==> src/rtl/core/rrd_pkg.sv <==
// Shared types and constants for the ring rotation destination block.
package rrd_pkg;

	localparam int MAX_DIM_DEF = 256;
	localparam int STEPS_W     = 32;
	localparam int PER_W       = 11;

	localparam logic [1:0] REG_ROW_COUNT    = 2'd0;
	localparam logic [1:0] REG_COL_COUNT    = 2'd1;
	localparam logic [1:0] REG_ROTATE_STEPS = 2'd2;

	typedef struct packed {
		logic [7:0] src_row;
		logic [7:0] src_col;
	} rrd_in_t;

	typedef struct packed {
		logic [7:0] dst_row;
		logic [7:0] dst_col;
		logic       invalid;
	} rrd_out_t;

	// ring geometry carried down the pipeline with an item
	typedef struct packed {
		logic [7:0]       x;
		logic [7:0]       y;
		logic             bad;
		logic [7:0]       ring;
		logic [7:0]       bot;
		logic [7:0]       rig;
		logic [7:0]       h;
		logic [7:0]       w;
		logic [PER_W-1:0] per;
		logic [PER_W-1:0] p;
	} rrd_ring_t;

endpackage

==> src/rtl/core/rrd_mod_pipe.sv <==
// Bit-per-stage restoring remainder of the step count by the ring perimeter.
module rrd_mod_pipe (
	input  logic                       clk,
	input  logic                       arst_n,
	input  logic                       en,
	input  logic                       vld_in,
	input  rrd_pkg::rrd_ring_t         info_in,
	input  logic [rrd_pkg::STEPS_W-1:0] steps,
	output logic                       vld_out,
	output rrd_pkg::rrd_ring_t         info_out,
	output logic [rrd_pkg::PER_W-1:0]  rem_out
);
	import rrd_pkg::*;

	logic             vld_s  [STEPS_W];
	rrd_ring_t        info_s [STEPS_W];
	logic [PER_W-1:0] rem_s  [STEPS_W];
	logic [PER_W-1:0] rem_d  [STEPS_W];

	// next remainder of each stage: shift in one step bit, subtract if it fits
	always_comb begin
		logic [PER_W-1:0] trial;
		trial    = {{(PER_W-1){1'b0}}, steps[STEPS_W-1]};
		rem_d[0] = (trial >= info_in.per) ? trial - info_in.per : trial;
		for (int k = 1; k < STEPS_W; k++) begin
			trial    = {rem_s[k-1][PER_W-2:0], steps[STEPS_W-1-k]};
			rem_d[k] = (trial >= info_s[k-1].per) ? trial - info_s[k-1].per : trial;
		end
	end

	// valid bits
	always_ff @(posedge clk or negedge arst_n) begin
		if (!arst_n) begin
			for (int k = 0; k < STEPS_W; k++) vld_s[k] <= 1'b0;
		end else if (en) begin
			vld_s[0] <= vld_in;
			for (int k = 1; k < STEPS_W; k++) vld_s[k] <= vld_s[k-1];
		end
	end

	// payload
	always_ff @(posedge clk) begin
		if (en) begin
			info_s[0] <= info_in;
			for (int k = 1; k < STEPS_W; k++) info_s[k] <= info_s[k-1];
			for (int k = 0; k < STEPS_W; k++) rem_s[k] <= rem_d[k];
		end
	end

	assign vld_out  = vld_s[STEPS_W-1];
	assign info_out = info_s[STEPS_W-1];
	assign rem_out  = rem_s[STEPS_W-1];

	// remainder stays below the perimeter for a usable ring
	a_rem_lt_per: assert property (@(posedge clk) disable iff (!arst_n)
		(vld_out && !info_out.bad) |-> (rem_out < info_out.per))
		else $error("remainder not below perimeter");

endmodule

==> src/rtl/core/ring_rotate_destination.sv <==
// Top level: destination of a matrix element under counterclockwise ring rotation.
// Takes one coordinate per cycle and returns one result per cycle unless the
// output is stalled; most of the pipeline is the 32-stage remainder unit
// that reduces rotate_steps by the ring perimeter one step bit per stage.
// The whole pipeline holds while a finished result is stalled at the output.
module ring_rotate_destination (
	input  logic                        clk,
	input  logic                        arst_n,
	input  logic                        in_valid,
	output logic                        in_stall,
	input  rrd_pkg::rrd_in_t            in_data,
	output logic                        out_valid,
	input  logic                        out_stall,
	output rrd_pkg::rrd_out_t           out_data,
	input  logic                        cfg_we,
	input  logic [1:0]                  cfg_idx,
	input  logic [rrd_pkg::STEPS_W-1:0] cfg_wdata
);
	import rrd_pkg::*;

	// largest row or column count in use; larger counts are clamped to it
	localparam int MAX_DIM = MAX_DIM_DEF;

	logic [8:0]         row_count_q;
	logic [8:0]         col_count_q;
	logic [STEPS_W-1:0] steps_q;

	logic adv;

	// configuration registers
	always_ff @(posedge clk or negedge arst_n) begin
		if (!arst_n) begin
			row_count_q <= 9'd4;
			col_count_q <= 9'd4;
			steps_q     <= 32'd1;
		end else if (cfg_we) begin
			case (cfg_idx)
				REG_ROW_COUNT:    row_count_q <= cfg_wdata[8:0];
				REG_COL_COUNT:    col_count_q <= cfg_wdata[8:0];
				REG_ROTATE_STEPS: steps_q     <= cfg_wdata;
				default: ;
			endcase
		end
	end

	// whole pipeline moves unless the output holds a stalled result
	assign adv      = !(out_valid && out_stall);
	assign in_stall = !adv;

	// stage 1: clamp counts, range check, ring index
	logic [8:0] n_c, m_c, nx_c, my_c;
	logic [7:0] mn_a, mn_b;
	logic       oor_c;
	logic       vld_s1, oor_s1;
	logic [7:0] x_s1, y_s1, ring_s1;
	logic [8:0] n_s1, m_s1;

	always_comb begin
		n_c   = (32'(row_count_q) > MAX_DIM) ? 9'(MAX_DIM) : row_count_q;
		m_c   = (32'(col_count_q) > MAX_DIM) ? 9'(MAX_DIM) : col_count_q;
		oor_c = ({1'b0, in_data.src_row} >= n_c) || ({1'b0, in_data.src_col} >= m_c);
		nx_c  = n_c - 9'd1 - {1'b0, in_data.src_row};
		my_c  = m_c - 9'd1 - {1'b0, in_data.src_col};
		mn_a  = (in_data.src_row < in_data.src_col) ? in_data.src_row : in_data.src_col;
		mn_b  = (nx_c < my_c) ? nx_c[7:0] : my_c[7:0];
	end

	always_ff @(posedge clk or negedge arst_n) begin
		if (!arst_n) vld_s1 <= 1'b0;
		else if (adv) vld_s1 <= in_valid;
	end

	always_ff @(posedge clk) begin
		if (adv) begin
			x_s1    <= in_data.src_row;
			y_s1    <= in_data.src_col;
			oor_s1  <= oor_c;
			ring_s1 <= (mn_a < mn_b) ? mn_a : mn_b;
			n_s1    <= n_c;
			m_s1    <= m_c;
		end
	end

	// stage 2: ring corners, perimeter and position along the ring
	rrd_ring_t ring_c;
	logic      vld_s2;
	rrd_ring_t ring_s2;

	always_comb begin
		logic [PER_W-1:0] h11, w11;
		ring_c.x    = x_s1;
		ring_c.y    = y_s1;
		ring_c.ring = ring_s1;
		ring_c.bot  = 8'(n_s1 - 9'd1 - {1'b0, ring_s1});
		ring_c.rig  = 8'(m_s1 - 9'd1 - {1'b0, ring_s1});
		ring_c.h    = ring_c.bot - ring_s1;
		ring_c.w    = ring_c.rig - ring_s1;
		h11         = PER_W'(ring_c.h);
		w11         = PER_W'(ring_c.w);
		ring_c.per  = (h11 + w11) << 1;
		ring_c.bad  = oor_s1 || (ring_c.per == '0);
		if (x_s1 == ring_s1 && y_s1 > ring_s1)
			ring_c.p = (h11 << 1) + w11 + PER_W'(ring_c.rig - y_s1);
		else if (x_s1 == ring_c.bot && y_s1 < ring_c.rig)
			ring_c.p = h11 + PER_W'(y_s1 - ring_s1);
		else if (y_s1 == ring_s1 && x_s1 < ring_c.bot)
			ring_c.p = PER_W'(x_s1 - ring_s1);
		else
			ring_c.p = h11 + w11 + PER_W'(ring_c.bot - x_s1);
	end

	always_ff @(posedge clk or negedge arst_n) begin
		if (!arst_n) vld_s2 <= 1'b0;
		else if (adv) vld_s2 <= vld_s1;
	end

	always_ff @(posedge clk) begin
		if (adv) ring_s2 <= ring_c;
	end

	// steps modulo perimeter
	logic             vld_m;
	rrd_ring_t        ring_m;
	logic [PER_W-1:0] rem_m;

	rrd_mod_pipe u_mod (
		.clk      (clk),
		.arst_n   (arst_n),
		.en       (adv),
		.vld_in   (vld_s2),
		.info_in  (ring_s2),
		.steps    (steps_q),
		.vld_out  (vld_m),
		.info_out (ring_m),
		.rem_out  (rem_m)
	);

	// stage q: new position along the ring
	logic [PER_W-1:0] qsum_c;
	logic             vld_sq;
	rrd_ring_t        ring_sq;
	logic [PER_W-1:0] q_sq;

	assign qsum_c = ring_m.p + rem_m;

	always_ff @(posedge clk or negedge arst_n) begin
		if (!arst_n) vld_sq <= 1'b0;
		else if (adv) vld_sq <= vld_m;
	end

	always_ff @(posedge clk) begin
		if (adv) begin
			ring_sq <= ring_m;
			q_sq    <= (qsum_c >= ring_m.per) ? qsum_c - ring_m.per : qsum_c;
		end
	end

	// output stage: map position back to row and column
	rrd_out_t res_c;

	always_comb begin
		logic [PER_W-1:0] h11, w11;
		h11 = PER_W'(ring_sq.h);
		w11 = PER_W'(ring_sq.w);
		res_c.invalid = ring_sq.bad;
		if (ring_sq.bad) begin
			res_c.dst_row = ring_sq.x;
			res_c.dst_col = ring_sq.y;
		end else if (q_sq < h11) begin
			res_c.dst_row = ring_sq.ring + q_sq[7:0];
			res_c.dst_col = ring_sq.ring;
		end else if (q_sq < h11 + w11) begin
			res_c.dst_row = ring_sq.bot;
			res_c.dst_col = 8'(PER_W'(ring_sq.ring) + q_sq - h11);
		end else if (q_sq < (h11 << 1) + w11) begin
			res_c.dst_row = 8'(PER_W'(ring_sq.bot) - (q_sq - h11 - w11));
			res_c.dst_col = ring_sq.rig;
		end else begin
			res_c.dst_row = ring_sq.ring;
			res_c.dst_col = 8'(PER_W'(ring_sq.rig) - (q_sq - (h11 << 1) - w11));
		end
	end

	always_ff @(posedge clk or negedge arst_n) begin
		if (!arst_n) out_valid <= 1'b0;
		else if (adv) out_valid <= vld_sq;
	end

	always_ff @(posedge clk) begin
		if (adv) out_data <= res_c;
	end

	// input is held off only by a stalled result at the output
	a_stall_src: assert property (@(posedge clk) disable iff (!arst_n)
		in_stall |-> (out_valid && out_stall))
		else $error("input stalled without output backpressure");

	// wrapped position lies on the ring
	a_q_lt_per: assert property (@(posedge clk) disable iff (!arst_n)
		(vld_sq && !ring_sq.bad) |-> (q_sq < ring_sq.per))
		else $error("ring position beyond perimeter");

	// a held result is kept while stalled
	a_hold: assert property (@(posedge clk) disable iff (!arst_n)
		(out_valid && out_stall) |=> (out_valid && $stable(out_data)))
		else $error("stalled result changed");

endmodule
==> config.mk <==
export PLATFORM = sky130hd
export DESIGN_NAME = ring_rotate_destination
export DESIGN_NICKNAME = d
export VERILOG_FILES = /design/src/rtl/core/rrd_pkg.sv /design/src/rtl/core/rrd_mod_pipe.sv /design/src/rtl/core/ring_rotate_destination.sv
export SDC_FILE = /design/constraint.sdc
export NUM_CORES = 2
export LEC_CHECK = 0
export ABC_AREA = 1
export BUFFER_PORTS_ARGS = -buffer_cell sky130_fd_sc_hd__clkbuf_2
export CORE_UTILIZATION = 55
export DETAILED_ROUTE_END_ITERATION = 10
export PLACE_DENSITY = 0.75
export RECOVER_POWER = 50
export SETUP_SLACK_MARGIN = 0.05
export SYNTH_ARGS = -nofsm -noshare
export SYNTH_HDL_FRONTEND = slang
export SYNTH_HIERARCHICAL = 1
export SYNTH_SLANG_ARGS = --single-unit
==> constraint.sdc <==
create_clock -name clk -period 190.8 [get_ports clk]
set_clock_uncertainty 0.2 [all_clocks]
set_input_delay 38.16 -clock clk [delete_from_list [all_inputs] [get_ports clk]]
set_output_delay 38.16 -clock clk [all_outputs]
set_load 0.005 [all_outputs]
==> results.md <==
* Post-synthesis compound-gate area fraction at under 10%
* Clock period minus worst slack at 79.47 ns
* Final slew viol count at 139
* Initial antenna violation count at 3
* Drt total wl at ~250 mm
* Die X at 489 µm
* Clock latency on the worst-skew pair at 0.94 ns
* Cell chain of the critical path: clkbuf_2 > nand2_1 > inv_1 > clkbuf_2
* Post-Synth XOR/XNOR Area at 1.53%
* Layout cells sized above 1 at 7.15%
* Post-synthesis to final-layout area growth at 10.1%
* Async SR Flop Fraction at 2.74%
* Largest net degree at the start of global routing at between 200 and 250
* Mapped Cells at 9606
* RSZ-0062 raised after global routing: no
* Worst hold path class: flop to flop
* Synth Area in Adders at between 6 and 7%
* Post-Syn Area per Cell at roughly 14 µm²
* Final setup viols at 0
* Top cells by area, synth: edfxtp_1, nand2_1, ha_1, inv_1, nand3_1
* Worst setup EP type: output pin
* CTS tree: done
* CTS Hold Bufs at 0
* Worst Setup Path Type: primary input to output pin
* GR Util All Layers at 20.9%
* Top_reg_cell synth: edfxtp_1
* Yosys reg bits at 3138
* Layout Utilization at 61.0%
* Vias at 68900
* CP most frequent cell: clkbuf_2
* Synth Cell Area at 0.130 mm²
* Initial Util at between 50% and 60%
* CORE AREA at 0.235 mm²
* Slew @ Worst Pin at 2.52 ns
* Resize count post-CTS at 0
* Critical Path Slowest Stage Cell: nand2_1
* Via density at 5.18
* CTS Buffer Depth at 4
* Fmax at 12.6 MHz
* Top cell type's share of synthesized area at 70.3%
* Main combinational cell family by area after synthesis: simple AND/OR/NAND/NOR gates
* Worst path arrival time at 41.11 ns
* Fin. Hold Viols at 0
* CP max stage delay at 1.76 ns
* DRC errors left at 0
* Std cell rows at 178
* Crit path required time at 152.44 ns
* Outcome: finished with violations
* Chip height at 489 µm
* Final worst-path cycle share at 41.7%
* Sequential element share of the synthesized area at between 70% and 80%
* Failing checks: capacitance limit, slew limit
* Largest area contributor in the netlist: edfxtp_1
* Num ports at 74
* Library cells used by synthesis at 62
* CTS Sinks at 3138
* Post-synth EDFFs at 3052
* Ys Warns at 6
* RD Place Congestion at 0.892
* # nets final at about 11000
* # port buffers at between 70 and 80
* Setup Buffers After CTS at 0
* Setup_tns at 0 ns
* Max cap viols at 3
* Post-DP HPWL at 157 mm
* Slew Limit Headroom at -68.4%
* Post-Synth Simple-Gate Area at 11.6%
* First-pass GRT wire length at 385 mm
* CP bufs+invs at 3
* CP delay by family, top: simple AND/OR/NAND/NOR gates
* Antenna Nets Post-Route at 0
* Mux cell area share after synthesis at 0.199%
* Max FO, Critical Path at 61
* Crit start category: primary input
* Max H-tree Level at 5
* Clk slew on worst S/H paths at 0.06 ns
* CTS buffer count at 324
* Die area at 0.239 mm²
* Drt initial violations at between 4000 and 5000
* Number of global-route vias before repair at 69000
* Routed len/inst at ~19 µm
* CTS Root Cell: clkbuf_16
* Grt ovf at 0
* 1st-pass router iterations at 6
-- cells in the mapped netlist, types with 5 or more instances --
master and count:
nand2_2 84, o21ai_1 24, edfxtp_1 3052, a31oi_1 16, inv_1 1327, nor3_1 14, a21oi_1 297, mux2_2 23
nand2_1 1972, nor2_2 15, o211ai_1 17, xor2_1 143, or2_2 11, a21o_1 17, buf_2 5, nor2_4 18
o21ai_0 162, o21bai_1 38, inv_2 6, nand3b_1 84, fa_1 90, a211oi_1 9, clkbuf_1 14, buf_4 92
and2_1 20, or2_0 19, nand4_1 59, nor2_1 399, dfrtp_1 83, nand3_1 622, xnor2_1 85, o21ai_2 55
buf_6 34, a21oi_2 8, nand3_2 40, ha_1 582, nand2_4 36
-- metal layers --
layer,track usage [%],part of all wire [%],vias up
li1,-,-,33700
met1,27.7,43,33100
met2,35.8,49,1605
met3,2.89,4.3,454
met4,6.59,2.8,0
met5,0,0,-
-- metrics by stage --
stage	cells	area, µm²	hold WS [ns]	setup slack [ns]
after CTS	13300	144000	0.136	112.89
after floorplan	9610	130000	0.200	44.34
after detailed placement	12700	134000	0.205	112.91
final	13300	143000	0.153	111.33
after global routing	13300	143000	0.145	111.06
after global placement	12700	134000	0.200	112.91
-- area by class of cell --
| class | instances | area [µm²] |
|---|---|---|
| Fill cell | 17700 | 91900 |
| Clock inverter | 176 | 1730 |
| Timing Repair Buffer | 111 | 661 |
| Tap cell | 3150 | 3940 |
| Multi-Input combinational cell | 4989 | 29800 |
| Sequential cell | 3138 | 93800 |
| Antenna cell | 4 | 10.0 |
| Inverter | 1333 | 5000 |
| Clock buffer | 387 | 8530 |
-- registers in the layout (all words and copies together), names as in the netlist, 11 cells and up --
register and count:
steps_q 32, u_mod/info_s 2528, out_data 17, ring_sq 56, u_mod/rem_s 321, u_mod/vld_s 31, q_sq 11, ring_s2 77
-- cells by family (layout without fill, tap and decap cells) --
kind of cell / after synthesis / count (layout)
XOR/XNOR: 228 / 228
other: 1 / 9
multiplexers: 23 / 23
buffers and inverters: 1483 / 2007
AND/OR/NAND/NOR: 3402 / 3402
adder cells (fa/ha/maj): 672 / 672
AO/OA/AOI/OAI: 659 / 659
flip-flops: 3138 / 3138
-- placed cells by master (no fill, tap or decap), types with 85 or more instances in the layout --
cell type,Yosys,layout
fa_1,90,90
nor2_1,399,426
ha_1,582,582
o21ai_0,162,228
inv_1,1327,1328
nand2_1,1972,2005
edfxtp_1,3052,3052
xnor2_1,85,85
a21oi_1,297,297
nand3_1,622,634
clkbuf_16,0,331
xor2_1,143,143
-- final timing paths --
path                             start                    to  slack [ns]  cells past startpoint
max                          out_stall              in_stall      111.33                      4
min                        ring_s2[64]   u_mod/info_s[0][64]        0.15                      0
max reg2reg                  out_valid  u_mod/info_s[7][177]      182.28                      7
min reg2reg                ring_s2[64]   u_mod/info_s[0][64]        0.15                      0
max in group asynchronous       arst_n       u_mod/vld_s[14]      150.81                      2
min in group asynchronous       arst_n           steps_q[22]       37.76                      1
Power is left out: the tool's default activity adds up to more than one toggle a clock period on the data nets, which glitch-free logic cannot reach.
